File: config.mk
export PLATFORM = sky130hd
export DESIGN_NAME = hsv_threshold_centroid
export DESIGN_NICKNAME = d
export VERILOG_FILES = /design/src/design/hsvtc_pkg.sv /design/src/design/hsvtc_front.sv /design/src/design/hsvtc_queue.sv /design/src/design/hsvtc_back.sv /design/src/design/hsv_threshold_centroid.sv
export SDC_FILE = /design/constraint.sdc
export NUM_CORES = 1
export LEC_CHECK = 0
export ABC_AREA = 1
export BUFFER_PORTS_ARGS = -buffer_cell sky130_fd_sc_hd__buf_4
export CAP_MARGIN = 20
export CELL_PAD_IN_SITES_DETAIL_PLACEMENT = 0
export CELL_PAD_IN_SITES_GLOBAL_PLACEMENT = 1
export CORE_ASPECT_RATIO = 2
export CORE_UTILIZATION = 51
export DETAILED_ROUTE_END_ITERATION = 7
export PLACE_DENSITY_LB_ADDON = 0.1
export SETUP_SLACK_MARGIN = 0.15
export SLEW_MARGIN = 10
export SYNTH_ARGS = -nofsm -noshare
export SYNTH_HDL_FRONTEND = slang
export SYNTH_SLANG_ARGS = --single-unit
File: constraint.sdc
create_clock -name clk -period 7.7 [get_ports clk]
set_input_delay 1.54 -clock clk [delete_from_list [all_inputs] [get_ports clk]]
set_output_delay 1.54 -clock clk [all_outputs]
set_load 0.01 [all_outputs]
File: src/design/hsvtc_pkg.sv
// Shared types and constants for the HSV threshold centroid block.
// Used by the front, back and top modules of the block; depends on nothing else.
package hsvtc_pkg;

  // Fixed field widths of the pixel and result words.
  localparam int CHAN_W     = 8;
  localparam int CNT_W      = 23;
  localparam int CENT_W     = 11;
  localparam int FW_W       = 12;
  localparam int CFG_IDX_W  = 3;
  localparam int CFG_DATA_W = 8;

  // The match count saturates no higher than its field can show.
  localparam int CNT_FIELD_MAX = 32'h007F_FFFF;

  // Threshold register reset values.
  localparam logic [CHAN_W-1:0] HUE_LOW_RST  = 8'd0;
  localparam logic [CHAN_W-1:0] HUE_HIGH_RST = 8'd179;
  localparam logic [CHAN_W-1:0] SAT_LOW_RST  = 8'd0;
  localparam logic [CHAN_W-1:0] SAT_HIGH_RST = 8'd255;
  localparam logic [CHAN_W-1:0] VAL_LOW_RST  = 8'd0;
  localparam logic [CHAN_W-1:0] VAL_HIGH_RST = 8'd255;

  // Configuration register indexes.
  typedef enum logic [CFG_IDX_W-1:0] {
    REG_HUE_LOW  = 3'd0,
    REG_HUE_HIGH = 3'd1,
    REG_SAT_LOW  = 3'd2,
    REG_SAT_HIGH = 3'd3,
    REG_VAL_LOW  = 3'd4,
    REG_VAL_HIGH = 3'd5
  } cfg_reg_t;

  // Inclusive channel bounds.
  typedef struct packed {
    logic [CHAN_W-1:0] hue_low;
    logic [CHAN_W-1:0] hue_high;
    logic [CHAN_W-1:0] sat_low;
    logic [CHAN_W-1:0] sat_high;
    logic [CHAN_W-1:0] val_low;
    logic [CHAN_W-1:0] val_high;
  } thr_t;

  // Pixel word.
  typedef struct packed {
    logic [CHAN_W-1:0] hue;
    logic [CHAN_W-1:0] saturation;
    logic [CHAN_W-1:0] brightness;
    logic              line_end;
    logic              frame_end;
  } pix_t;

  // Result word.
  typedef struct packed {
    logic [CENT_W-1:0] centroid_col;
    logic [FW_W-1:0]   frame_width;
    logic [CNT_W-1:0]  match_total;
    logic              found;
  } res_t;

  // Divider sequencer states.
  typedef enum logic [1:0] {
    BK_IDLE,
    BK_DIV,
    BK_DONE
  } bk_state_t;

endpackage

File: src/design/hsvtc_front.sv
// Front end: threshold registers, pixel classification and frame accumulators.
// Depends on hsvtc_pkg; pushes one frame total per frame-end pixel.
module hsvtc_front #(
  parameter int MAX_WIDTH  = 2048,
  parameter int MAX_HEIGHT = 2048
) (
  input  logic                                clk,
  input  logic                                rst,
  input  logic                                cfg_we,
  input  logic [hsvtc_pkg::CFG_IDX_W-1:0]     cfg_index,
  input  logic [hsvtc_pkg::CFG_DATA_W-1:0]    cfg_data,
  input  logic                                pix_valid,
  output logic                                pix_ready,
  input  hsvtc_pkg::pix_t                     pix,
  output logic                                job_valid,
  input  logic                                job_ready,
  output logic [$clog2(MAX_WIDTH)+hsvtc_pkg::CNT_W-1:0] job_sum,
  output logic [hsvtc_pkg::CNT_W-1:0]         job_count,
  output logic [$clog2(MAX_WIDTH+1)-1:0]      job_width
);

  localparam int POS_W = $clog2(MAX_WIDTH);
  localparam int COL_W = $clog2(MAX_WIDTH + 1);
  localparam int CNT_W = hsvtc_pkg::CNT_W;
  localparam int SUM_W = POS_W + CNT_W;
  localparam int PIX_TOTAL = MAX_WIDTH * MAX_HEIGHT;
  localparam logic [CNT_W-1:0] CNT_CAP = (PIX_TOTAL < hsvtc_pkg::CNT_FIELD_MAX) ?
                                         CNT_W'(PIX_TOTAL) :
                                         CNT_W'(hsvtc_pkg::CNT_FIELD_MAX);

  hsvtc_pkg::thr_t   thr;
  logic [COL_W-1:0]  column;
  logic [SUM_W-1:0]  column_sum;
  logic [CNT_W-1:0]  match_count;
  logic [COL_W-1:0]  line_width;

  logic              accept;
  logic              line_close;
  logic              match;
  logic [POS_W-1:0]  pos;
  logic [COL_W-1:0]  col_inc;
  logic [SUM_W-1:0]  sum_next;
  logic [CNT_W-1:0]  count_next;
  logic [COL_W-1:0]  width_next;

  // Threshold register writes; unknown indexes are dropped.
  always_ff @(posedge clk) begin
    if (rst) begin
      thr.hue_low  <= hsvtc_pkg::HUE_LOW_RST;
      thr.hue_high <= hsvtc_pkg::HUE_HIGH_RST;
      thr.sat_low  <= hsvtc_pkg::SAT_LOW_RST;
      thr.sat_high <= hsvtc_pkg::SAT_HIGH_RST;
      thr.val_low  <= hsvtc_pkg::VAL_LOW_RST;
      thr.val_high <= hsvtc_pkg::VAL_HIGH_RST;
    end else if (cfg_we) begin
      unique case (cfg_index)
        hsvtc_pkg::REG_HUE_LOW:  thr.hue_low  <= cfg_data;
        hsvtc_pkg::REG_HUE_HIGH: thr.hue_high <= cfg_data;
        hsvtc_pkg::REG_SAT_LOW:  thr.sat_low  <= cfg_data;
        hsvtc_pkg::REG_SAT_HIGH: thr.sat_high <= cfg_data;
        hsvtc_pkg::REG_VAL_LOW:  thr.val_low  <= cfg_data;
        hsvtc_pkg::REG_VAL_HIGH: thr.val_high <= cfg_data;
        default: ;
      endcase
    end
  end

  // A pixel is taken whenever the queue has room for a frame total.
  assign pix_ready  = job_ready;
  assign accept     = pix_valid && pix_ready;
  assign line_close = pix.line_end || pix.frame_end;

  // Classification against the three inclusive windows and the count cap.
  always_comb begin
    match = (pix.hue >= thr.hue_low) && (pix.hue <= thr.hue_high) &&
            (pix.saturation >= thr.sat_low) && (pix.saturation <= thr.sat_high) &&
            (pix.brightness >= thr.val_low) && (pix.brightness <= thr.val_high) &&
            (match_count < CNT_CAP);
    pos = (column < COL_W'(MAX_WIDTH - 1)) ? column[POS_W-1:0] : POS_W'(MAX_WIDTH - 1);
    col_inc = (column < COL_W'(MAX_WIDTH)) ? column + COL_W'(1) : column;
    sum_next   = match ? column_sum + SUM_W'(pos) : column_sum;
    count_next = match ? match_count + CNT_W'(1) : match_count;
    width_next = line_close ? col_inc : line_width;
  end

  // Accumulators; a frame end hands the totals over and clears them.
  always_ff @(posedge clk) begin
    if (rst) begin
      column      <= '0;
      column_sum  <= '0;
      match_count <= '0;
      line_width  <= '0;
    end else if (accept) begin
      line_width <= width_next;
      column     <= line_close ? '0 : col_inc;
      if (pix.frame_end) begin
        column_sum  <= '0;
        match_count <= '0;
      end else begin
        column_sum  <= sum_next;
        match_count <= count_next;
      end
    end
  end

  assign job_valid = accept && pix.frame_end;
  assign job_sum   = sum_next;
  assign job_count = count_next;
  assign job_width = width_next;

endmodule

File: src/design/hsvtc_queue.sv
// Short first-in first-out queue of frame totals between front and back.
// Does not depend on hsvtc_pkg; the word is an opaque vector.
module hsvtc_queue #(
  parameter int W     = 58,
  parameter int DEPTH = 2
) (
  input  logic         clk,
  input  logic         rst,
  input  logic         wr_valid,
  output logic         wr_ready,
  input  logic [W-1:0] wr_data,
  output logic         rd_valid,
  input  logic         rd_ready,
  output logic [W-1:0] rd_data
);

  localparam int PTR_W = (DEPTH > 1) ? $clog2(DEPTH) : 1;
  localparam int FILL_W = $clog2(DEPTH + 1);

  logic [W-1:0]      mem [DEPTH];
  logic [PTR_W-1:0]  wr_ptr;
  logic [PTR_W-1:0]  rd_ptr;
  logic [FILL_W-1:0] fill;
  logic              push;
  logic              pop;

  assign wr_ready = (fill != FILL_W'(DEPTH));
  assign rd_valid = (fill != '0);
  assign push     = wr_valid && wr_ready;
  assign pop      = rd_valid && rd_ready;
  assign rd_data  = mem[rd_ptr];

  // Entry storage.
  always_ff @(posedge clk) begin
    if (push) begin
      mem[wr_ptr] <= wr_data;
    end
  end

  // Pointers and fill level.
  always_ff @(posedge clk) begin
    if (rst) begin
      wr_ptr <= '0;
      rd_ptr <= '0;
      fill   <= '0;
    end else begin
      if (push) begin
        wr_ptr <= (wr_ptr == PTR_W'(DEPTH - 1)) ? '0 : wr_ptr + PTR_W'(1);
      end
      if (pop) begin
        rd_ptr <= (rd_ptr == PTR_W'(DEPTH - 1)) ? '0 : rd_ptr + PTR_W'(1);
      end
      if (push && !pop) begin
        fill <= fill + FILL_W'(1);
      end else if (pop && !push) begin
        fill <= fill - FILL_W'(1);
      end
    end
  end

endmodule

File: src/design/hsvtc_back.sv
// Back end: restoring divider for the mean column and the result register.
// Depends on hsvtc_pkg for the result word and sequencer states.
module hsvtc_back #(
  parameter int MAX_WIDTH = 2048
) (
  input  logic                                clk,
  input  logic                                rst,
  input  logic                                job_valid,
  output logic                                job_ready,
  input  logic [$clog2(MAX_WIDTH)+hsvtc_pkg::CNT_W-1:0] job_sum,
  input  logic [hsvtc_pkg::CNT_W-1:0]         job_count,
  input  logic [$clog2(MAX_WIDTH+1)-1:0]      job_width,
  output logic                                res_valid,
  input  logic                                res_ready,
  output hsvtc_pkg::res_t                     res
);

  localparam int POS_W  = $clog2(MAX_WIDTH);
  localparam int COL_W  = $clog2(MAX_WIDTH + 1);
  localparam int CNT_W  = hsvtc_pkg::CNT_W;
  localparam int SUM_W  = POS_W + CNT_W;
  localparam int CENT_W = hsvtc_pkg::CENT_W;
  localparam int FW_W   = hsvtc_pkg::FW_W;
  localparam int STEP_W = (POS_W > 1) ? $clog2(POS_W) : 1;

  hsvtc_pkg::bk_state_t state;
  hsvtc_pkg::bk_state_t state_next;

  logic [CNT_W-1:0]  rem;
  logic [POS_W-1:0]  quo;
  logic [CNT_W-1:0]  divisor;
  logic [COL_W-1:0]  width;
  logic [STEP_W-1:0] step;

  logic [CNT_W:0]    trial;
  logic [CNT_W:0]    diff;
  logic              fits;
  logic              load_res;

  // One quotient bit per cycle; the quotient never exceeds the largest column.
  always_comb begin
    trial = {rem, quo[POS_W-1]};
    diff  = trial - {1'b0, divisor};
    fits  = !diff[CNT_W];
  end

  // Sequencer state register.
  always_ff @(posedge clk) begin
    if (rst) begin
      state <= hsvtc_pkg::BK_IDLE;
    end else begin
      state <= state_next;
    end
  end

  // Next state and handshakes.
  always_comb begin
    state_next = state;
    job_ready  = 1'b0;
    load_res   = 1'b0;
    unique case (state)
      hsvtc_pkg::BK_IDLE: begin
        job_ready = 1'b1;
        if (job_valid) begin
          state_next = hsvtc_pkg::BK_DIV;
        end
      end
      hsvtc_pkg::BK_DIV: begin
        if (step == '0) begin
          state_next = hsvtc_pkg::BK_DONE;
        end
      end
      hsvtc_pkg::BK_DONE: begin
        if (!res_valid || res_ready) begin
          load_res   = 1'b1;
          state_next = hsvtc_pkg::BK_IDLE;
        end
      end
      default: state_next = hsvtc_pkg::BK_IDLE;
    endcase
  end

  // Divider datapath: the high sum bits start below the divisor.
  always_ff @(posedge clk) begin
    if (job_valid && job_ready) begin
      rem     <= job_sum[SUM_W-1:POS_W];
      quo     <= job_sum[POS_W-1:0];
      divisor <= job_count;
      width   <= job_width;
      step    <= STEP_W'(POS_W - 1);
    end else if (state == hsvtc_pkg::BK_DIV) begin
      rem  <= fits ? diff[CNT_W-1:0] : trial[CNT_W-1:0];
      quo  <= {quo[POS_W-2:0], fits};
      step <= step - STEP_W'(1);
    end
  end

  // Result register; holds its word until taken.
  always_ff @(posedge clk) begin
    if (rst) begin
      res_valid <= 1'b0;
    end else if (load_res) begin
      res_valid <= 1'b1;
    end else if (res_ready) begin
      res_valid <= 1'b0;
    end
  end

  always_ff @(posedge clk) begin
    if (load_res) begin
      res.found        <= (divisor != '0);
      res.centroid_col <= (divisor != '0) ? CENT_W'(quo) : '0;
      res.frame_width  <= FW_W'(width);
      res.match_total  <= divisor;
    end
  end

endmodule

File: src/design/hsv_threshold_centroid.sv
// Top level of the HSV threshold centroid block: front, queue and back.
// Depends on hsvtc_pkg, hsvtc_front, hsvtc_queue and hsvtc_back.
//
//   channel   handshake            word
//   -------   ------------------   -------------------------------------------
//   cfg       cfg_we               cfg_index, cfg_data (threshold bounds)
//   pixel     pix_valid/pix_ready  pix: hue, saturation, brightness, marks
//   result    res_valid/res_ready  res: centroid_col, frame_width, match_total,
//                                  found
//
// Pixels are taken one per cycle while the queue has room; the front accumulators do all per-pixel work.
// Each frame-end word is divided in the back by a one-bit-per-cycle restoring
// divider, which takes no new frame total until its result word has been loaded.
// The queue holds two frame totals; pix_ready drops only while it is full.
// Reset is synchronous; it clears all control state and sets the bounds to their reset values.
// A result word waiting on res_ready stalls the back; the front stalls only
// once the queue behind it has filled.
module hsv_threshold_centroid #(
  parameter int MAX_WIDTH  = 2048,
  parameter int MAX_HEIGHT = 2048
) (
  input  logic                              clk,
  input  logic                              rst,
  input  logic                              cfg_we,
  input  logic [hsvtc_pkg::CFG_IDX_W-1:0]   cfg_index,
  input  logic [hsvtc_pkg::CFG_DATA_W-1:0]  cfg_data,
  input  logic                              pix_valid,
  output logic                              pix_ready,
  input  hsvtc_pkg::pix_t                   pix,
  output logic                              res_valid,
  input  logic                              res_ready,
  output hsvtc_pkg::res_t                   res
);

  localparam int POS_W  = $clog2(MAX_WIDTH);
  localparam int COL_W  = $clog2(MAX_WIDTH + 1);
  localparam int CNT_W  = hsvtc_pkg::CNT_W;
  localparam int SUM_W  = POS_W + CNT_W;
  localparam int JOB_W  = SUM_W + CNT_W + COL_W;
  localparam int QDEPTH = 2;

  logic              fr_valid;
  logic              fr_ready;
  logic [SUM_W-1:0]  fr_sum;
  logic [CNT_W-1:0]  fr_count;
  logic [COL_W-1:0]  fr_width;
  logic              bk_valid;
  logic              bk_ready;
  logic [JOB_W-1:0]  bk_job;

  // Pixel classification and accumulation.
  hsvtc_front #(
    .MAX_WIDTH (MAX_WIDTH),
    .MAX_HEIGHT(MAX_HEIGHT)
  ) u_front (
    .clk      (clk),
    .rst      (rst),
    .cfg_we   (cfg_we),
    .cfg_index(cfg_index),
    .cfg_data (cfg_data),
    .pix_valid(pix_valid),
    .pix_ready(pix_ready),
    .pix      (pix),
    .job_valid(fr_valid),
    .job_ready(fr_ready),
    .job_sum  (fr_sum),
    .job_count(fr_count),
    .job_width(fr_width)
  );

  // Frame totals waiting for the divider.
  hsvtc_queue #(
    .W    (JOB_W),
    .DEPTH(QDEPTH)
  ) u_queue (
    .clk     (clk),
    .rst     (rst),
    .wr_valid(fr_valid),
    .wr_ready(fr_ready),
    .wr_data ({fr_sum, fr_count, fr_width}),
    .rd_valid(bk_valid),
    .rd_ready(bk_ready),
    .rd_data (bk_job)
  );

  // Mean column division and result register.
  hsvtc_back #(
    .MAX_WIDTH(MAX_WIDTH)
  ) u_back (
    .clk      (clk),
    .rst      (rst),
    .job_valid(bk_valid),
    .job_ready(bk_ready),
    .job_sum  (bk_job[JOB_W-1 -: SUM_W]),
    .job_count(bk_job[COL_W +: CNT_W]),
    .job_width(bk_job[COL_W-1:0]),
    .res_valid(res_valid),
    .res_ready(res_ready),
    .res      (res)
  );

  // A frame with no match reports a zero centroid.
  a_zero_centroid: assert property (@(posedge clk) disable iff (rst)
    (res_valid && !res.found) |-> (res.centroid_col == '0))
    else $error("centroid nonzero without a match");

  // The found flag follows the match total.
  a_found_total: assert property (@(posedge clk) disable iff (rst)
    res_valid |-> (res.found == (res.match_total != '0)))
    else $error("found flag disagrees with match total");

  // No result word survives a reset.
  a_reset_idle: assert property (@(posedge clk)
    rst |=> !res_valid)
    else $error("result word valid after reset");

endmodule

Word-level counts from Yosys, hierarchy flattened
Memories as Yosys holds them, arrays and structs flattened. A register that Yosys moved wholly into a read port is not among the register bits. Cells that the tools add are included.

Bits in registers: 256. Bits in latches: 0. RAM bits: 138. ROM bits: 0. Input port bits: 42. Output and inout bits: 49. Logic and storage cells: 117. Memories: 1.

Add/subtract/negate cells: 9. Multiply operators: 0. Div/mod/pow operators: 0. Order comparisons: 9. Equality and inequality tests: 11. Shift-type cells: 0. Multiplexer cells: 30. Bitwise operators: 0. Reductions and logical operators: 33.

Memory list: u_queue.mem (depth 2, bits a word 69, rd ports 1, clocked after Yosys merged registers in 1, write ports 1, line hsvtc_queue.sv:20) `logic [W-1:0] mem [DEPTH];`.

Operators by type and width (count): 2-to-1 mux 23 bit (5); 2-to-1 mux 34 bit (2); 2-to-1 mux 12 bit (3); adder 34 x 11 -> 34 bit (1); 2-to-1 mux 11 bit (3); greater-or-equal comparator 8 bit (3); <= comparator 8 bit (3); subtractor 24 x 23 -> 24 bit (1); adder 23 x 1 -> 23 bit (second input constant) (1); < comparator 23 bit (second input constant) (1); nonzero test 23 bit (1); adder 12 x 1 -> 12 bit (second input constant) (1); logical AND 1 bit (12); < comparator 12 x 11 -> 1 bit (second input constant) (1); < comparator 12 bit (second input constant) (1); AND reduction 2 bit (6); 2-to-1 mux 1 bit (11); 2-to-1 mux 2 bit (5); nonzero test 2 bit (4); equality test 3 x 2 -> 1 bit (second input constant) (2); equality test 3 bit (second input constant) (2); inequality test 2 x 1 -> 1 bit (second input constant) (3); case mux 2 bit (3 select lines) (1); logical NOT 1 bit (4); other kinds (13) (15).

Depth between registers and ports, before layout
Gate-level depths: netlist of the first run.

Depth in word-level cells: 9. Mapped depth: 21. Depth with buffers taken out: 20.

Hierarchy
A second synthesis of the first run with hierarchy kept.

Cells, all modules: 2505. Area, all modules: 21207.8 um^2.

Modules (own cells, without submodules): hsvtc_front (times used 1, cells each 1481, area each 9270.1 um^2, seq. area each 2582.5 um^2); hsvtc_back (times used 1, cells each 772, area each 6677.7 um^2, seq. area each 3623.5 um^2); hsvtc_queue (times used 1, cells each 252, area each 5260.0 um^2, seq. area each 4244.1 um^2).

Worst setup path before layout of the first run
OpenSTA, ideal clock, no wires.

Kind: input port to flip-flop. Start point: input pix_valid. End point: memory u_queue.mem[0][0] in the netlist's numbering (enable). Library setup time: 496 ps. Arrival: 4815 ps. Data required time: 7204 ps. Path slack: 2388 ps. Cell stages on the path: 4. Path buffers: 0. Path through: nand2_1 > nor2_1 > inv_1 > nor2_1.

Longest elaborated chain between the ends: 5.

Ends and longest elaborated chain: from (decl) (line hsv_threshold_centroid.sv:27) `input logic pix_valid,`; logical AND 1 bit (line hsvtc_front.sv:70) `assign accept = pix_valid && pix_ready;`; logical AND 1 bit (line hsvtc_front.sv:106) `assign job_valid = accept && pix.frame_end;`; logical AND 1 bit (line hsvtc_queue.sv:29) `assign push = wr_valid && wr_ready;`; net u_queue.push (line hsvtc_queue.sv:24) `logic push;`; 2-to-1 mux 1 bit (line hsvtc_queue.sv:35) `if (push) begin`; 2-to-1 mux 1 bit (not written as such) (line hsvtc_queue.sv:36) `mem[wr_ptr] <= wr_data;`; to (decl) (line hsvtc_queue.sv:20).

The timed path passes the listed nets, and every way through them passes these cells.

Worst setup path after layout of the first run
Start point: input pix[23] in the netlist's numbering. End point: memory u_queue.mem[1][18] in the netlist's numbering (data pin).

Longest elaborated chain between the ends: 8. Elaborated cells between the ends (all ways): 9. Those cells by class: order compare: 2; mux: 1; reduce/logical: 6.

Ends and longest elaborated chain: from (decl) (line hsv_threshold_centroid.sv:29) `input hsvtc_pkg::pix_t pix,`; greater-or-equal comparator 8 bit / <= comparator 8 bit (equally long branches) (line hsvtc_front.sv:75) `match = (pix.hue >= thr.hue_low) && (pix.hue <= thr.hue_high) &&`; logical AND 1 bit * (2 in series) (line hsvtc_front.sv:75); logical AND 1 bit * (2 in series) (line hsvtc_front.sv:76) `(pix.saturation >= thr.sat_low) && (pix.saturation <= thr.sat_high) &&`; logical AND 1 bit * (2 in series) (line hsvtc_front.sv:77) `(pix.brightness >= thr.val_low) && (pix.brightness <= thr.val_high) &&`; 2-to-1 mux 23 bit * (line hsvtc_front.sv:82) `count_next = match ? match_count + CNT_W'(1) : match_count;`; net fr_count[6] (line hsv_threshold_centroid.sv:45) `logic [CNT_W-1:0] fr_count;`.

Mark *: on every way through the listed nets, which the timed path passes. The rest lies on a longest branch.

==> metrics.cfg, run 1 <==
[drt]
wirelength_mm = 54.5
firstDrtPassIters = 6
route.detailed.drc = 0
ant_nets = 0
drt_iter0_drc = 884
vias_per_cell = 5.29
num_vias = 15800
wl_per_cell_um = 18.3

[outcome]
outcome = finished, final reports clean

[power_and_ir_drop]
p_int_mw = 4.84
p_per_area_nw_per_um2 = 339
combPwrFrac_pct = 36.2
power_mw = 7.72
swShare_pct = 37.3
power.switching_mw = 2.88
p_leak_nw = 9.82
power_frac_clock_pct = 25.0
peakVddDrop_mv = 0.201
p_seq_share_pct = 38.8

[die]
die_y_um = 285
std_cell_rows = 103
start_util_pct = 51.7
dieArea_um2 = 40800
core_area_um2 = 39400
ios = 91
die_x_um = 143

[min_path]
hold_class = reg -> reg
hold_path_startpoint = u_back.width[1]

[synth]
synth_top_area_share_pct = 37.4
synth_edf_count = 254
ys_ff_latch = 395
synthFlopType = edfxtp_1
netlist_instances = 2366
seq_area_frac_synth_pct = 51.3
syn-mean-instance-area_um2 = 8.61
netlist_top_cells_area = edfxtp_1 37%, dfxtp_1 14%, nand2_1 13%
synth_area_um2 = 20400
async_flop_share_pct = 0
ys_warn_count = 0
ys_types = 53
synth_nets = 2496
synth_common_cells = 687 x nand2_1, 319 x inv_1, 254 x edfxtp_1
synth.most_common_cell = nand2_1
synth.largest_area_cell = edfxtp_1

[cells_and_area]
num-nets-final = 2561
multi_input_area_um2 = 8410
regArea_um2 = 10500
area_growth_pct = 11.8
nFillCells = 3585
diodes = 0
final_layout_size_suffix_gt1_share_pct = 10.4

[timing]
skew_ns = 0.0154
slew-limit-headroom_pct = 32.3
fin_crit_ns = 4.55
timing.final.crit_share_pct = 59.1
setup_viol = 0
finalWorstSetupSlack_ns = 3.15
rsz0062_at_grt = false
tns_ns = 0
tightest_slew_ns = 1.01
final_max_slew_viol_count = 0
finalHoldViolations = 0
fmax_mhz = 220

[placement]
port_buffers = 90
dpl.hpwl_mm = 40.6
pre_cts_slack_ns = 2.58
gp_congestion = 0.908

[worst_setup_path]
worst_path_most_repeated_cell = nand2_1
cp-startpoint = pix[23]
cp.required_ns = 7.99
crit_path_cell_trace = buf_4, ha_1, a21oi_1, nor2_1, nor2_1, nand2_1, nand2_1, nand3_2, nor2_8, nand2_4, inv_2, nand2_1, and2_1
worstReg2RegStart = u_front.column[0]
crit_slowest_cell = inv_2
timing.critical_path.fanout_max = 59
worstSetupEndpointType = flop
worstSetupStartpointType = input port
critPathMaxStageDelay_ns = 0.67
cp.arrival_ns = 4.84
crit_type = in -> reg

[global_routing]
overflow = 0
track_usage_pct = 27.2
grt_pass1_vias = 15600
antenna_found_initial = 0
grt_pass1_wl_mm = 83.5
grt_max_degree = 80

[clocking]
numCtsBuffers = 37
cts_tree = done
cts_root_buf = clkbuf_16
hold_buffers = 0
clk_path_buf_depth = 3
post_cts_buffers = 0
cts_sinks = 395
cts_resized = 0
clk_latency_ns = 0.54
htree_levels = 2
path_clk_slew_ns = 0.07

[job]
drv_cap = 0

-- power by group through the flow --
stage / clock, mW / combinational [mW] / sequential (mW)
final: 1.93 / 2.80 / 2.99
after global routing: 2.03 / 3.13 / 3.02
after CTS: 1.97 / 2.82 / 2.99
after detailed placement: 0 / 2.80 / 3.04
after global placement: 0 / 2.77 / 3.03
after floorplan: 0 / 1.98 / 3.00
-- per-stage QoR --
step	utilization [%]	cells	hold slack, ns	cell area (um^2)
2_1_floorplan	-	2366	0.400	20400
3_3_place_gp	54.5	2916	0.406	21500
5_1_grt	57.8	2984	0.423	22800
4_1_cts	57.7	2983	0.423	22800
6_report	57.8	2984	0.425	22800
3_5_place_dp	54.5	2916	0.407	21500
-- placed cells by master, fill, tap and decap left out, types with 5 or more instances in the layout --
| cell type | count |
|---|---|
| nand2_2 | 5 |
| bufinv_16 | 5 |
| ha_1 | 86 |
| mux2_2 | 58 |
| xor2_1 | 44 |
| nand4_1 | 29 |
| nand3b_1 | 10 |
| nor2_1 | 123 |
| clkbuf_1 | 8 |
| o211ai_1 | 12 |
| edfxtp_1 | 254 |
| xnor2_1 | 16 |
| nor3_1 | 22 |
| nor4_1 | 9 |
| inv_2 | 8 |
| or2_2 | 6 |
| inv_1 | 317 |
| dfxtp_1 | 140 |
| o21ai_0 | 101 |
| nand2_1 | 686 |
| o21a_1 | 8 |
| clkbuf_16 | 38 |
| and2_1 | 10 |
| a21oi_1 | 153 |
| clkinv_2 | 5 |
| buf_4 | 103 |
| nand3_1 | 143 |
-- critical path: cells and delay by family --
family,cells,cell delay (ns)
fa+ha+maj,1,0.30
compound gates,1,0.17
buf+inv,2,0.79
simple gates,9,1.93
-- sequential cells by signal, summed over array words and instances (netlist names), named ones only --
name	cells
u_queue.mem	138
u_front.thr	48
u_back.res	47
u_front.column_sum	34
u_back.divisor	23
u_back.rem	23
u_front.match_count	23
u_back.width	12
u_front.column	12
u_front.line_width	12
u_back.quo	11
u_back.step	4
u_back.state	2
u_queue.fill	2
u_back.res_valid	1
u_queue.rd_ptr	1
u_queue.wr_ptr	1
-- kinds of logic after synthesis --
kind of cell / share of synthesized area, %
compound gates: 7.82
xor+xnor: 2.58
fa+ha+maj: 5.48
buf+inv: 7.65
flops: 51.3
mux: 3.25
simple gates: 21.9
-- worst paths after layout --
| kind | end | slack, ns | cells past startpoint |
|---|---|---|---|
| setup / recovery | u_queue.mem[1][18] | 3.15 | 13 |
| hold / removal | u_back.res[25] | 0.43 | 0 |
| setup reg to reg | u_front.column_sum[30] | 3.76 | 20 |
| hold reg to reg | u_back.res[25] | 0.43 | 0 |
-- final cells by class --
| class | instances | share of cell area, % |
|---|---|---|
| Clock buffer | 48 | 4.43 |
| Clock inverter | 19 | 1.13 |
| Inverter | 326 | 5.37 |
| Multi-Input combinational cell | 1568 | 36.9 |
| Sequential cell | 395 | 45.9 |
| Tap cell | 525 | 2.88 |
| Timing Repair Buffer | 103 | 3.39 |
-- routing by layer --
metal / up-vias / part of all wire [%] / track usage (%)
li1: 7883 / - / -
met1: 7356 / 36 / 27.4
met2: 396 / 54 / 51.5
met3: 148 / 3.3 / 2.58
met4: 0 / 7.2 / 18.6
met5: - / 0 / 0
(Power assumes the default switching activity.)
==> run 2: changes to the inputs <==
Settings changed: CORE_UTILIZATION 51 to 48.
Clock period 7.7 ns to 4.8 ns, I/O delays scaled along.
==> run 2 against run 1 <==
  * Total power up 60%
  * Design area up 0.24%
  * Sequential share of layout area down 0.11 points
  * Clock power up 60%
  * Die area up 6.2%
  * Non-clock buffer count up 4
  * Sequential power up 63%
  * Critical endpoint is now u_front.column_sum[32]
==> metrics.cfg, run 2 (synthesis gave the netlist of run 1 again) <==
[timing]
setup_viol = 0
slew-limit-headroom_pct = 26.4
fin_crit_ns = 3.90
final_max_slew_viol_count = 0
skew_ns = 0.0223
rsz0062_at_grt = false
finalHoldViolations = 0
tightest_slew_ns = 1.10
tns_ns = 0
fmax_mhz = 256
timing.final.crit_share_pct = 81.3

[power_and_ir_drop]
peakVddDrop_mv = 0.276
p_per_area_nw_per_um2 = 542
p_leak_nw = 9.84
power_mw = 12.4

[clocking]
hold_buffers = 0
cts_tree = done
path_clk_slew_ns = 0.07
cts_root_buf = clkbuf_16
clk_latency_ns = 0.55
clk_path_buf_depth = 3
post_cts_buffers = 0
cts_resized = 0
htree_levels = 2
numCtsBuffers = 38
cts_sinks = 395

[cells_and_area]
area_growth_pct = 12.1
final_layout_size_suffix_gt1_share_pct = 10.6
reg.largest.list = u_queue.mem x138, u_front.thr x48, u_back.res x47
diodes = 0
layoutNonFillerInstCount = 3006
final_common_cell = nand2_1
largest_register = u_queue.mem
nFillCells = 3992
num-nets-final = 2566
final_cell_mix = 686 x nand2_1, 317 x inv_1, 254 x edfxtp_1
largest_register_ffs = 138

[die]
std_cell_rows = 106
start_util_pct = 48.8
dieArea_um2 = 43300
core_area_um2 = 41800
die_x_um = 148
ios = 91
die_y_um = 293

[worst_setup_path]
r2r_cells = 20
worstSetupStartpointType = flop
cp.arrival_ns = 4.36
crit_end = u_front.column_sum[32]
critPathMaxStageDelay_ns = 0.67
r2r_slack_ns = 0.90
crit_path_cell_trace = ha_1, nand2_1, nor2_1, a31oi_1, nand2_1, ha_1, fa_1, nand3_1, nand3_1, nand2_1, nand2_1, nand2_1, nand2_1, nand2_1, nand2_1, nand2_1, nand3_1, nand2_1, nand2_1, a21oi_1
cp.required_ns = 5.25
worstReg2RegEnd = u_front.column_sum[32]
cp-startpoint = u_front.column[0]
worstReg2RegStart = u_front.column[0]
timing.critical_path.fanout_max = 11
worst_path_most_repeated_cell = nand2_1
worstSetupEndpointType = flop
crit_type = reg -> reg
crit_slowest_cell = a31oi_1

[global_routing]
grt_max_degree = 76
antenna_found_initial = 0
grt_pass1_vias = 15800
track_usage_pct = 26.2
busiest_layer = met2
grt_util_met1_pct = 26.2
grt_pass1_wl_mm = 85.9
use_met3_pct = 2.27
overflow = 0
use_met2_pct = 50.5

[outcome]
outcome = finished, final reports clean

[placement]
place_inst = 2936
dpl.hpwl_mm = 41.6
gp_congestion = 0.899
port_buffers = 90

[min_path]
hold_class = reg -> reg

[drt]
num_vias = 15700
ant_nets = 0
drt_iter0_drc = 703
wirelength_mm = 55.5
vias_per_cell = 5.22
firstDrtPassIters = 5
route.detailed.drc = 0
wl_per_cell_um = 18.5

[job]
drv_cap = 0

run 2: power by group:
part,switching [mW],internal (mW)
registers,0.333,4.53
clock network,1.33,1.75
logic,2.97,1.47
total,4.63,7.75
run 2: critical path: cells and delay by family (launching register included):
family	cells	cell delay (ns)
AOI/OAI and AO/OA	2	0.82
DFF	1	0.33
adders and majority gates	3	1.12
and+or+nand+nor	15	1.54
run 2: worst min path at each step:
stage                    startpoint        endpoint  cells past startpoint
global placement    u_back.width[0]  u_back.res[24]                      0
global route        u_back.width[1]  u_back.res[25]                      0
floorplan           u_back.width[0]  u_back.res[24]                      0
detailed placement  u_back.width[1]  u_back.res[25]                      0
finish              u_back.width[1]  u_back.res[25]                      0
CTS                 u_back.width[1]  u_back.res[25]                      0
run 2: cell type report:
cell class	instances	area (um^2)	share of cell area (%)
flip-flops and latches	395	10500	45.8
multi-input cells	1568	8410	36.8
inverters	326	1220	5.36
clock buffers	52	1070	4.71
repair buffers	107	803	3.52
well taps	540	676	2.96
clock inverters	18	195	0.855
run 2: through the flow:
step / util, % / instance area [um^2] / setup slack (ns) / hold slack (ns)
global placement: 51.6 / 21600 / 0.949 / 0.411
detailed placement: 51.6 / 21600 / 0.884 / 0.417
finish: 54.7 / 22800 / 0.896 / 0.433
CTS: 54.7 / 22800 / 0.833 / 0.432
floorplan: - / 20400 / 0.0683 / 0.400
global route: 54.7 / 22800 / 0.408 / 0.436
run 2: per-layer routing:
layer	vias to the layer above	share of wire, %
met3	136	3.0
met1	7295	36
met4	0	6.9
met2	341	54
li1	7906	-
met5	-	0
==> run 3: changes to the inputs <==
Clock period 4.8 ns to 3.85 ns, I/O delays scaled along.
==> run 3 against run 2 <==
  * Largest cell class unchanged
  * Sequential share of layout area fell by 0.48 points
  * Wire length rose by 1.0%
  * Register-to-register slack got worse by 0.40 ns
  * Design area rose by 1.1%
==> metrics.cfg, run 3 (synthesis gave the netlist of run 1 again) <==
[timing]
finalWorstSetupSlack_ns = 0.498
skew_ns = 0.0307
timing.final.crit_share_pct = 87.1
tightest_slew_ns = 1.13
finalHoldViolations = 0
tns_ns = 0
setup_viol = 0
fmax_mhz = 298
slew-limit-headroom_pct = 24.7
rsz0062_at_grt = false
holdWs_ns = 0.427
final_max_slew_viol_count = 0
fin_crit_ns = 3.35

[clocking]
cts_root_buf = clkbuf_16
cts_sinks = 395
clk_latency_ns = 0.56
path_clk_slew_ns = 0.07
post_cts_buffers = 0
clk_path_buf_depth = 3
htree_levels = 2
numCtsBuffers = 37
cts_tree = done

[global_routing]
overflow = 0
grt_pass1_wl_mm = 86.3
grt_max_degree = 86
grt_pass1_vias = 15800
antenna_found_initial = 0
track_usage_pct = 26.3

[power_and_ir_drop]
p_leak_nw = 9.96
p_per_area_nw_per_um2 = 685
peakVddDrop_mv = 0.324

[worst_setup_path]
crit_path_cell_trace = ha_1, nand2_1, nor2_1, a31oi_1, buf_4, nand2_1, ha_1, fa_1, nand3_1, nand3_2, nand2_1, nand2_1, nand2_1, nand2_1, nand2_1, nand2_1, nand2_1, nand3_1, nand2_1, nand2_1, a21oi_1
worstReg2RegStart = u_front.column[0]
crit_slowest_cell = fa_1
crit_type = reg -> reg
worstReg2RegEnd = u_front.column_sum[32]
timing.critical_path.fanout_max = 11
worst_path_most_repeated_cell = nand2_1
r2r_cells = 21
worstSetupStartpointType = flop
cp.required_ns = 4.32
worstSetupEndpointType = flop
r2r_slack_ns = 0.50
critPathMaxStageDelay_ns = 0.50
cp.arrival_ns = 3.82

[cells_and_area]
diodes = 0
num-nets-final = 2573
area_growth_pct = 13.3
final_common_cell = nand2_1
largest_register = u_queue.mem
final_layout_size_suffix_gt1_share_pct = 11.0
final_util_pct = 55.2
nFillCells = 3860
final_cell_mix = 686 x nand2_1, 318 x inv_1, 254 x edfxtp_1
largest_register_ffs = 138
final_area_um2 = 23100
reg.largest.list = u_queue.mem x138, u_front.thr x48, u_back.res x47

[placement]
gp_congestion = 0.925
pre_cts_slack_ns = 0.392
dpl-instance-area_um2 = 21700
port_buffers = 90
dpl.hpwl_mm = 42.1

[die]
core_area_um2 = 41800
std_cell_rows = 106
die_y_um = 293
ios = 91
start_util_pct = 48.8
die_x_um = 148
dieArea_um2 = 43300

[drt]
wl_per_cell_um = 18.6
vias_per_cell = 5.21
num_vias = 15700
ant_nets = 0
drt_iter0_drc = 755
firstDrtPassIters = 6
wirelength_mm = 56.1
route.detailed.drc = 0

[job]
drv_cap = 0

[min_path]
hold_path_startpoint = u_back.width[3]
min_path_cells = 0
hold_class = reg -> reg
hold_end = u_back.res[27]

[outcome]
outcome = finished, final reports clean

==> run 3: cell type report <==
cell class | instances | area, um^2 | share of cell area (%)
Sequential cell | 395 | 10500 | 45.3
Timing Repair Buffer | 115 | 926 | 4.01
Multi-Input combinational cell | 1568 | 8410 | 36.5
Tap cell | 540 | 676 | 2.93
Clock inverter | 18 | 323 | 1.40
Inverter | 326 | 1220 | 5.30
Clock buffer | 49 | 1060 | 4.60
==> run 3: routing by layer <==
layer	global-route usage, %	vias up	part of all wire [%]	wire length, um
met5	0	-	0	0
met4	13.6	0	4.9	2740
met3	2.36	120	2.8	1560
met2	52.9	297	56	31500
met1	25.9	7343	36	20300
li1	-	7921	-	-
==> run 3: how the worst max path moves through the flow <==
stage / from / endpoint / slack, ns / depth (start not counted)
floorplan: pix_valid / u_queue.mem[0][0] / -0.69 / 4
global placement: pix[21] / u_queue.mem[0][18] / 0.45 / 13
detailed placement: pix[21] / u_queue.mem[1][38] / 0.39 / 13
CTS: u_front.column[0] / u_front.column_sum[32] / 0.36 / 21
global route: u_front.column[0] / u_front.column_sum[30] / 0.22 / 21
finish: u_front.column[0] / u_front.column_sum[32] / 0.50 / 21
==> run 3: what timing repair did <==
item                                    CTS  global route
resized for setup                         0             1
endpoints found under the setup margin    0             2
hold buffers                              0             0
==> run 3: stage by stage <==
| step | cells | total power, mW |
|---|---|---|
| floorplan | 2366 | 9.96 |
| global placement | 2944 | 11.7 |
| detailed placement | 2944 | 11.8 |
| CTS | 3011 | 15.9 |
| global route | 3011 | 16.8 |
| finish | 3011 | 15.8 |
==> run 3: power breakdown <==
part	switching (mW)	internal [mW]
logic	3.80	1.89
clock network	1.66	2.44
registers	0.376	5.64
total	5.83	9.96
==> run 3: worst max-delay path: cells and delay by family (launching register included) <==
family | cells | cell delay (ns)
AO/OA/AOI/OAI | 2 | 0.30
flip-flops | 1 | 0.34
AND/OR/NAND/NOR | 15 | 1.39
adder cells (fa/ha/maj) | 3 | 1.04
buffers and inverters | 1 | 0.18
